## src/sv/mwm_pkg.sv

```systemverilog
// Package for the maze wall map / flood fill block.
// Shared constants, operation and register codes, controller/datapath structs.
// No dependencies.
package mwm_pkg;

    localparam int MAX_SIDE_DEF    = 32;
    localparam int QUEUE_DEPTH_DEF = 1024;

    localparam int OP_W    = 3;
    localparam int COORD_W = 5;
    localparam int CODE_W  = 2;
    localparam int CFG_W   = 6;
    localparam int CIDX_W  = 3;
    localparam int DIST_W  = 11;
    localparam int ENTRY_W = 4;

    localparam logic [OP_W-1:0] OP_WR_WALL = 3'd0;
    localparam logic [OP_W-1:0] OP_WR_CELL = 3'd1;
    localparam logic [OP_W-1:0] OP_RD_WALL = 3'd2;
    localparam logic [OP_W-1:0] OP_FLOOD   = 3'd3;
    localparam logic [OP_W-1:0] OP_RD_DIST = 3'd4;

    localparam logic [CIDX_W-1:0] CFG_COLS = 3'd0;
    localparam logic [CIDX_W-1:0] CFG_ROWS = 3'd1;
    localparam logic [CIDX_W-1:0] CFG_GX   = 3'd2;
    localparam logic [CIDX_W-1:0] CFG_GY   = 3'd3;

    localparam logic [CFG_W-1:0]   COLS_RST = 6'd16;
    localparam logic [CFG_W-1:0]   ROWS_RST = 6'd16;
    localparam logic [COORD_W-1:0] GX_RST   = 5'd8;
    localparam logic [COORD_W-1:0] GY_RST   = 5'd7;

    localparam logic [1:0] DIR_NORTH = 2'd0;
    localparam logic [1:0] DIR_EAST  = 2'd1;
    localparam logic [1:0] DIR_SOUTH = 2'd2;
    localparam logic [1:0] DIR_WEST  = 2'd3;

    localparam logic [CODE_W-1:0]  CODE_UNKNOWN = 2'd1;
    localparam logic [CODE_W-1:0]  CODE_UNDEF   = 2'd3;
    localparam logic [ENTRY_W-1:0] ENTRY_RST    = {CODE_UNKNOWN, CODE_UNKNOWN};
    localparam logic [DIST_W-1:0]  DIST_MAX     = 11'd2047;
    localparam logic [DIST_W-1:0]  DIST_START   = 11'd1;

    typedef struct packed {
        logic load_item;
        logic clr_step;
        logic flood_init;
        logic fclr_step;
        logic wall_rd;
        logic wall_wr;
        logic rd_item;
        logic seed;
        logic pop_rd;
        logic cell_load;
        logic h_load;
        logic nb_rd;
        logic nb_label;
        logic dir_next;
        logic out_load;
    } t_cmd;

    typedef struct packed {
        logic            clr_done;
        logic            fclr_done;
        logic [OP_W-1:0] op;
        logic            in_range;
        logic            code_skip;
        logic            dir_last;
        logic            nb_inside;
        logic            nb_pass;
        logic            goal_hit;
        logic            q_empty;
        logic            out_free;
    } t_stat;

endpackage

```

## src/sv/mwm_ctrl.sv

```systemverilog
// Controller state machine for the maze wall map / flood fill block.
// Depends on mwm_pkg (t_cmd, t_stat, operation codes).
module mwm_ctrl import mwm_pkg::*; (
    input  logic  i_clk,
    input  logic  i_rst_n,
    input  logic  i_valid,
    output logic  o_ready,
    input  t_stat i_stat,
    output t_cmd  o_cmd
);
    typedef enum logic [12:0] {
        S_CLEAR = 13'b0000000000001,
        S_IDLE  = 13'b0000000000010,
        S_DISP  = 13'b0000000000100,
        S_WRD   = 13'b0000000001000,
        S_WWR   = 13'b0000000010000,
        S_FCLR  = 13'b0000000100000,
        S_FSEED = 13'b0000001000000,
        S_FPOP  = 13'b0000010000000,
        S_FCELL = 13'b0000100000000,
        S_FHGT  = 13'b0001000000000,
        S_FNRD  = 13'b0010000000000,
        S_FNEV  = 13'b0100000000000,
        S_DONE  = 13'b1000000000000
    } t_state;

    t_state r_state, n_state;

    always_ff @(posedge i_clk) begin
        if (!i_rst_n) begin
            r_state <= S_CLEAR;
        end else begin
            r_state <= n_state;
        end
    end

    assign o_ready = (r_state == S_IDLE);

    always_comb begin
        n_state = r_state;
        o_cmd   = '0;
        case (r_state)
            S_CLEAR: begin
                o_cmd.clr_step = 1'b1;
                if (i_stat.clr_done) n_state = S_IDLE;
            end
            S_IDLE: begin
                if (i_valid) begin
                    o_cmd.load_item = 1'b1;
                    n_state = S_DISP;
                end
            end
            S_DISP: begin
                case (i_stat.op)
                    OP_WR_WALL, OP_WR_CELL: begin
                        n_state = i_stat.in_range ? S_WRD : S_DONE;
                    end
                    OP_RD_WALL, OP_RD_DIST: begin
                        o_cmd.rd_item = i_stat.in_range;
                        n_state = S_DONE;
                    end
                    OP_FLOOD: begin
                        o_cmd.flood_init = 1'b1;
                        n_state = S_FCLR;
                    end
                    default: n_state = S_DONE;
                endcase
            end
            S_WRD: begin
                o_cmd.wall_rd = 1'b1;
                n_state = S_WWR;
            end
            S_WWR: begin
                o_cmd.wall_wr = !i_stat.code_skip;
                if (i_stat.op == OP_WR_CELL && !i_stat.dir_last) begin
                    o_cmd.dir_next = 1'b1;
                    n_state = S_WRD;
                end else begin
                    n_state = S_DONE;
                end
            end
            S_FCLR: begin
                o_cmd.fclr_step = 1'b1;
                if (i_stat.fclr_done) n_state = S_FSEED;
            end
            S_FSEED: begin
                if (i_stat.in_range) begin
                    o_cmd.seed = 1'b1;
                    n_state = S_FPOP;
                end else begin
                    n_state = S_DONE;
                end
            end
            S_FPOP: begin
                if (i_stat.q_empty) begin
                    n_state = S_DONE;
                end else begin
                    o_cmd.pop_rd = 1'b1;
                    n_state = S_FCELL;
                end
            end
            S_FCELL: begin
                o_cmd.cell_load = 1'b1;
                n_state = S_FHGT;
            end
            S_FHGT: begin
                o_cmd.h_load = 1'b1;
                n_state = S_FNRD;
            end
            S_FNRD: begin
                if (i_stat.nb_inside) begin
                    o_cmd.nb_rd = 1'b1;
                    n_state = S_FNEV;
                end else if (i_stat.dir_last) begin
                    n_state = S_FPOP;
                end else begin
                    o_cmd.dir_next = 1'b1;
                    n_state = S_FNRD;
                end
            end
            S_FNEV: begin
                if (i_stat.nb_pass && i_stat.goal_hit) begin
                    n_state = S_DONE;
                end else begin
                    o_cmd.nb_label = i_stat.nb_pass;
                    if (i_stat.dir_last) begin
                        n_state = S_FPOP;
                    end else begin
                        o_cmd.dir_next = 1'b1;
                        n_state = S_FNRD;
                    end
                end
            end
            S_DONE: begin
                if (i_stat.out_free) begin
                    o_cmd.out_load = 1'b1;
                    n_state = S_IDLE;
                end
            end
            default: n_state = S_CLEAR;
        endcase
    end
endmodule

```

## config.mk

```make
export PLATFORM = sky130hd
export DESIGN_NAME = mwm_ctrl
export DESIGN_NICKNAME = d
export VERILOG_FILES = /design/src/sv/mwm_pkg.sv /design/src/sv/mwm_ctrl.sv
export SDC_FILE = /design/constraint.sdc
export NUM_CORES = 1
export LEC_CHECK = 0
export ABC_AREA = 1
export BUFFER_PORTS_ARGS = -buffer_cell sky130_fd_sc_hd__clkbuf_2
export CAP_MARGIN = 20
export CORE_MARGIN = 2
export CORE_UTILIZATION = 54
export DETAILED_ROUTE_END_ITERATION = 8
export PLACE_DENSITY = 0.94
export REMOVE_ABC_BUFFERS = 1
export SETUP_SLACK_MARGIN = 0.4
export SYNTH_ARGS = -nofsm -noshare
export SYNTH_HDL_FRONTEND = slang
export SYNTH_SLANG_ARGS = --single-unit
```

## constraint.sdc

```tcl
create_clock -name i_clk -period 3.4 [get_ports i_clk]
set_input_delay 0.17 -clock i_clk [delete_from_list [all_inputs] [get_ports i_clk]]
set_output_delay 0.17 -clock i_clk [all_outputs]
set_load 0.05 [all_outputs]
```

Yosys cells after proc, flatten, opt, wreduce, memory -nomap -nowiden. Cells that the tools add are included.

Register bits after elaboration: 13. Latch bits: 0. Memory bits (writable): 0. Memory bits (read-only): 0. Bits of input ports: 16. Output and inout port bits: 16. Word-level logic and storage cells: 69. Memories kept: 0.

$add $sub $neg: 0. Multipliers: 0. Div/mod/pow operators: 0. Magnitude comparators: 0. Equality and inequality tests: 21. Shifts and indexed selects: 0. Mux-type cells: 39. Bitwise operators: 0. Reductions and logical operators: 8.

Operators with widths (number): one-hot mux 13 bit (13 select lines) (1); 2-to-1 mux 13 bit (10); one-hot mux 13 bit (2 select lines) (1); 2-to-1 mux 1 bit (24); equality test 13 x 1 -> 1 bit (second input constant) (1); equality test 13 x 10 -> 1 bit (second input constant) (1); equality test 13 x 11 -> 1 bit (second input constant) (1); equality test 13 x 12 -> 1 bit (second input constant) (1); equality test 13 bit (second input constant) (1); equality test 13 x 2 -> 1 bit (second input constant) (1); equality test 13 x 3 -> 1 bit (second input constant) (1); equality test 13 x 4 -> 1 bit (second input constant) (1); equality test 13 x 5 -> 1 bit (second input constant) (1); equality test 13 x 6 -> 1 bit (second input constant) (1); equality test 13 x 7 -> 1 bit (second input constant) (1); equality test 13 x 8 -> 1 bit (second input constant) (1); equality test 13 x 9 -> 1 bit (second input constant) (1); 2-to-1 mux 11 bit (1); != test 2 bit (second input constant) (4); equality test 3 x 2 -> 1 bit (second input constant) (2); AND reduction 4 bit (1); OR reduction 2 bit (2); equality test 3 x 1 -> 1 bit (second input constant) (1); equality test 3 bit (second input constant) (1); other kinds (5) (7).

Logic depth before layout (Yosys ltp). Gate-level depths: netlist of the first run.

Depth after elaboration: 4. Gate-level depth with buffers: 13. Depth with buffers taken out: 13.

Worst setup path after synthesis of the first run. OpenSTA, ideal clock, no wires.

Path kind: register to output. Start point: reg r_state[10]. End point: out o_cmd[8] (netlist bit). Arrival: 2.315 ns. Data required time: 3.230 ns. Setup slack: 0.915 ns. Stages on the path, launching flop included: 7. Path buffers: 1. Cells stage by stage: dfxtp_1 -> nor2_4 -> nand2_2 -> nor2_4 -> buf_6 -> nand2_1 -> nor4_1.

RTL lines: start, declared (RTL line mwm_ctrl.sv:27) `t_state r_state, n_state;`; start signal, assigned (RTL line mwm_ctrl.sv:33) `r_state <= n_state;`; end, declared (RTL line mwm_ctrl.sv:9) `output t_cmd o_cmd`.

==> results of run 1 <==
placed cells by master (no fill, tap or decap):
master,instances
nor2_4,8
nor2_1,32
and2_1,1
nor4_1,2
inv_2,1
o21ai_1,2
o21ai_0,3
clkbuf_4,3
clkbuf_1,1
nand4_1,1
o211ai_1,1
xnor2_1,1
nand2_1,33
nand2_2,5
o22ai_1,1
nand3b_4,1
nor3_1,2
or2_1,1
o21ai_4,2
nand3_1,17
dfxtp_1,13
a21oi_1,3
nand2_4,1
nor3b_1,1
nor2_2,1
clkbuf_2,31
inv_1,31
worst max-delay path: stages, from the launching register on:
cell and delay [ns]:
dfxtp_1 0.35, nor2_4 0.14, nand2_2 0.09, nor2_4 0.25
nand2_1 0.18, nor4_1 0.20, clkbuf_2 0.32
power by group through the flow:
| stage | registers [mW] | clock network (mW) | logic [mW] |
|---|---|---|---|
| 2_1_floorplan | 0.181 | 0 | 0.201 |
| 3_3_place_gp | 0.182 | 0 | 0.244 |
| 3_5_place_dp | 0.183 | 0 | 0.248 |
| 4_1_cts | 0.180 | 0.0981 | 0.251 |
| 5_1_grt | 0.181 | 0.108 | 0.272 |
| 6_report | 0.180 | 0.0987 | 0.251 |
through the flow:
stage / std cells / hold slack (ns) / power [mW] / cell area, um2
6_report: 224 / 0.0890 / 0.530 / 1220
5_1_grt: 224 / 0.0961 / 0.561 / 1220
4_1_cts: 224 / 0.0956 / 0.528 / 1220
3_5_place_dp: 220 / 0.391 / 0.431 / 1200
3_3_place_gp: 220 / 0.390 / 0.425 / 1200
2_1_floorplan: 164 / 0.239 / 0.382 / 1010
how the worst max path moves through the flow:
stage	end	slack [ns]	cells past startpoint
global placement	o_cmd[8]	1.78	6
detailed placement	o_cmd[8]	1.72	6
floorplan	o_cmd[8]	0.88	5
CTS	o_cmd[8]	1.41	6
finish	o_cmd[8]	1.40	6
global route	o_cmd[8]	1.26	6
kinds of logic (layout without fill, tap and decap cells):
logic type,count (synthesis),count (layout),synth area share (%)
XOR/XNOR,1,1,0.856
AO/OA/AOI/OAI,12,12,8.43
flip-flops,13,13,25.4
buffers and inverters,33,67,12.8
AND/OR/NAND/NOR,106,106,52.4
area by class of cell:
cell class | instances | area, um2 | area share [%]
Clock buffer | 4 | 26.3 | 2.15
Inverter | 32 | 120 | 9.81
Multi-Input combinational cell | 119 | 632 | 51.6
Timing Repair Buffer | 31 | 155 | 12.7
Tap cell | 25 | 31.3 | 2.55
Sequential cell | 13 | 260 | 21.2
routing by layer:
| metal | vias to the layer above | GRT usage [%] | wire length [um] |
|---|---|---|---|
| met5 | - | 0 | 0 |
| met4 | 0 | 13.5 | 72 |
| met3 | 9 | 3.77 | 140 |
| met2 | 34 | 47.8 | 1340 |
| met1 | 492 | 28.2 | 1000 |
| li1 | 582 | - | - |
==> impl_metrics.tcl, run 1 <==
set metrics [dict create \
    start_kind "register" \
    dp_hpwl_mm 2.09 \
    crit_start "r_state[10]$_SDFFE_PN0P_" \
    post-place-ws_ns 1.72 \
    max_freq_mhz 501 \
    routed_wl_mm 2.56 \
    finalCriticalPeriod_ns 2.00 \
    gp_congestion 0.901 \
    top_register "r_state" \
    fin_ws_ns 1.40 \
    die_h_um 47.5 \
    cts_setup_buffers 0 \
    async_flop_share_pct 0 \
    clkPwrFrac_pct 18.6 \
    first_pass_iters 4 \
    syn_area_mm2 0.00102 \
    crit_path_end_kind "primary output" \
    worstPathArrival_ns 1.83 \
    io_buffer_count 31 \
    yosysSeqAreaShare_pct 25.4 \
    ff2ff_path_depth 10 \
    synth-edff-count 0 \
    wl_per_cell_um 11.4 \
    drc 0 \
    synth.most_common_cell "nand2_1" \
    hold_violations 0 \
    postLayoutCoreUtil_pct 70.2 \
    grt_overflow 0 \
    ctsHtreeMaxLevel 1 \
    comb_power_share_pct 47.4 \
    antenna_cells 0 \
    grt_start_max_net_pins 12 \
    relSlewSlack_pct 76.2 \
    fin_crit_sh_pct 58.7 \
    die_w_um 47.5 \
    postRouteAntennaNets 0 \
    p_leak_nw 0.696 \
    reg_top3 "r_state x13" \
    num_rows 15 \
    synth_largest_area_cell "dfxtp_1" \
    power.share.sequential_pct 34.0 \
    synthFlopType "dfxtp_1" \
    setup_viol 0 \
    cts_resized 0 \
    largest_reg_flops 13 \
    grt_pass1_wl_mm 4.07 \
    ir_worst_vdd_mv 0.270 \
    clock_sinks 13 \
    crit_required_ns 3.23 \
    grt_pass1_vias 1048 \
    yosysUniqueCellTypes 25 \
    core_area_mm2 0.00175 \
    hp-class "in2reg" \
    fin_setup_tns_ns 0 \
    gr-usage-all-layers_pct 25.9 \
    fill_cells 157 \
    tightest_slew_ns 0.353 \
    synth_area_per_cell_um2 6.20 \
    r2r_end "r_state[6]$_SDFFE_PN0P_" \
    drive_gt1_share_pct 26.6 \
    min-delay-start "i_stat[1]" \
    ctsHoldBuffers 0 \
    area_growth_pct 19.7 \
    p_int_mw 0.293 \
    p_switching_mw 0.237 \
    syn_inst 165 \
    swShare_pct 44.7 \
    clock_latency_ns 0.28 \
    post_drt_via_cell_ratio 4.99 \
    rrSetupSlack_ns 1.73 \
    vias 1117 \
    antenna_found_initial 0 \
    slew_viol_final 0 \
    cts_buffer_depth 2 \
    grt_setup_unrepaired "no" \
    maxCapViolCount 0 \
    cts_tree "done" \
    synth_top_cell_area_share_pct 25.4 \
    run_status "finished clean" \
    power.density_mw_per_mm2 433 \
    fin_nets 216 \
    hold_path_end "r_state[8]$_SDFFE_PN0P_" \
    r2r_start "r_state[10]$_SDFFE_PN0P_" \
    synth.area.top_cells "dfxtp_1, nand2_1, nor2_1" \
    synth.cells.most_frequent "nand2_1, nor2_1, inv_1, nand3_1, dfxtp_1" \
    io_pins 32 \
    ys.warnings.count 0 \
    first_iter_violations 41 \
    ys_ff_latch 13 \
    path_class "reg2out" \
    cts_buffers 3 \
    worst_clock_skew_ns 0.00486 \
    cp_max_fo 11 \
    start_util_pct 58.6 \
    clock_tree.root_cell "clkbuf_4" \
    clkSlewWorstSetupHoldPaths_ns 0.08 \
    worstHoldPathCells 2 \
    die_area_mm2 0.00226 \
]
No activity file was read; power rests on OpenSTA's default activity.
==> inputs of run 2 (changes only) <==
--- a/config.mk
+++ b/config.mk
@@ -9,9 +9,9 @@
 export BUFFER_PORTS_ARGS = -buffer_cell sky130_fd_sc_hd__clkbuf_2
 export CAP_MARGIN = 20
 export CORE_MARGIN = 2
-export CORE_UTILIZATION = 54
+export CORE_UTILIZATION = 45
 export DETAILED_ROUTE_END_ITERATION = 8
-export PLACE_DENSITY = 0.94
+export PLACE_DENSITY = 0.85
 export REMOVE_ABC_BUFFERS = 1
 export SETUP_SLACK_MARGIN = 0.4
 export SYNTH_ARGS = -nofsm -noshare
==> constraint.sdc (replaced) <==
create_clock -name i_clk -period 1.7 [get_ports i_clk]
set_input_delay 0.085 -clock i_clk [delete_from_list [all_inputs] [get_ports i_clk]]
set_output_delay 0.085 -clock i_clk [all_outputs]
set_load 0.05 [all_outputs]
==> impl_metrics.tcl, run 2 (synthesis gave the netlist of run 1 again) <==
set metrics [dict create \
    dp_hpwl_mm 1.94 \
    top_register "r_state" \
    io_pins 32 \
    die_w_um 51.7 \
    power.density_mw_per_mm2 787 \
    post_drt_via_cell_ratio 6.14 \
    max_freq_mhz 538 \
    wl_per_cell_um 21.0 \
    tightest_slew_ns 0.406 \
    clock_latency_ns 0.29 \
    finalCriticalPeriod_ns 1.86 \
    worstPathArrival_ns 2.04 \
    slew_viol_final 0 \
    fin_hold_ws_ns 0.0291 \
    num_rows 17 \
    p_leak_nw 0.901 \
    fin_nets 247 \
    fin_ws_ns -0.158 \
    core_area_mm2 0.00219 \
    worst_clock_skew_ns 0.00151 \
    grt_setup_unrepaired "yes" \
    antenna_cells 0 \
    maxCapViolCount 0 \
    largest_reg_flops 13 \
    cp_max_fo 5 \
    setup_viol 15 \
    first_pass_iters 8 \
    area_growth_pct 79.2 \
    clock_tree.root_cell "clkbuf_4" \
    io_buffer_count 31 \
    start_kind "register" \
    violations "setup timing" \
    grt_pass1_wl_mm 5.46 \
    run_status "complete, but fails checks" \
    cts_buffer_depth 2 \
    drc 0 \
    ir_worst_vdd_mv 0.767 \
    fin_crit_sh_pct 109 \
    stdcell_count 258 \
    routed_wl_mm 5.41 \
    relSlewSlack_pct 72.7 \
    first_iter_violations 244 \
    grt_overflow 0 \
    ctsHtreeMaxLevel 1 \
    drive_gt1_share_pct 57.4 \
    cts_tree "done" \
    reg_top3 "r_state x13" \
    ctsHoldBuffers 0 \
    die_area_mm2 0.00267 \
    crit_required_ns 1.88 \
    cts_buffers 3 \
    clkSlewWorstSetupHoldPaths_ns 0.09 \
    gp_congestion 0.839 \
    hp-class "in2reg" \
    postRouteAntennaNets 0 \
    grt_start_max_net_pins 8 \
    final_common_cell "inv_1" \
    gr-usage-all-layers_pct 27.2 \
    die_h_um 51.7 \
    grt_pass1_vias 1260 \
    start_util_pct 46.7 \
    dp.cells 224 \
    path_class "reg2reg" \
    vias 1585 \
    mostFrequentLayoutCells "inv_1, buf_4, nand2_1" \
    power.total_mw 1.44 \
    antenna_found_initial 0 \
    hold_violations 0 \
    clock_sinks 13 \
    crit_path_end_kind "register" \
]
## run 2: changes by cell type in the layout (fill, tap and decap cells not counted), sizes merged
cell | before | now
buf | 0 | 41
clkbuf | 35 | 24
nor2 | 41 | 42
## run 2: power breakdown
part	internal (mW)	switching, mW	leakage, nW	total, mW
clock network	0.0913	0.125	0.0150	0.216
logic	0.338	0.520	0.776	0.858
registers	0.338	0.0310	0.110	0.369
## run 2: layout make-up
class,instances,area [um2]
Tap cell,28,35.0
Sequential cell,13,275
Clock buffer,4,26.3
Multi-Input combinational cell,120,811
Fill cell,96,357
Inverter,32,123
Timing Repair Buffer,61,564
## run 2: what timing repair did
action                                  in CTS  in global routing
pin swaps                                   10                  9
setup buffers                               15                 14
gates cloned                                 1                  0
resized for setup                           76                 36
endpoints found under the setup margin      26                 27
hold endpoints to repair                     0                  0
## run 2: worst paths after layout
path | startpoint | to | slack (ns) | depth (start not counted)
max | r_state[0]$_SDFFE_PN1P_ | r_state[0]$_SDFFE_PN1P_ | -0.16 | 14
min | i_stat[1] | r_state[8]$_SDFFE_PN0P_ | 0.03 | 2
max reg2reg | r_state[0]$_SDFFE_PN1P_ | r_state[0]$_SDFFE_PN1P_ | -0.16 | 14
min reg2reg | r_state[8]$_SDFFE_PN0P_ | r_state[9]$_SDFFE_PN0P_ | 0.62 | 4
## run 2: metal layers
layer / routed length [um] / GRT usage (%)
met5: 0 / 0
met4: 507 / 14.5
met3: 768 / 5.46
met2: 2340 / 44.4
met1: 1800 / 33.5
## run 2: critical path, stage by stage (launching register included)
cell and delay (ns):
dfxtp_2 0.35, nor2_4 0.17, nand2_4 0.09, nor2_4 0.20
buf_4 0.15, buf_6 0.09, nand2_2 0.07, nand2_1 0.09
inv_1 0.06, nand2_1 0.10, nor2_1 0.08, nand2_1 0.10
nand2_1 0.05, nand2_1 0.06, nand2_1 0.06
## run 2: through the flow
step / TNS, ns / setup slack (ns) / util, % / area [um2]
3_3_place_gp: 0 / 0.109 / 55.2 / 1210
6_report: -1.11 / -0.158 / 83.7 / 1830
4_1_cts: 0 / 0.00842 / 74.6 / 1640
3_5_place_dp: 0 / 0.0973 / 55.2 / 1210
2_1_floorplan: -2.89 / -0.748 / - / 1010
5_1_grt: -1.45 / -0.188 / 83.7 / 1830
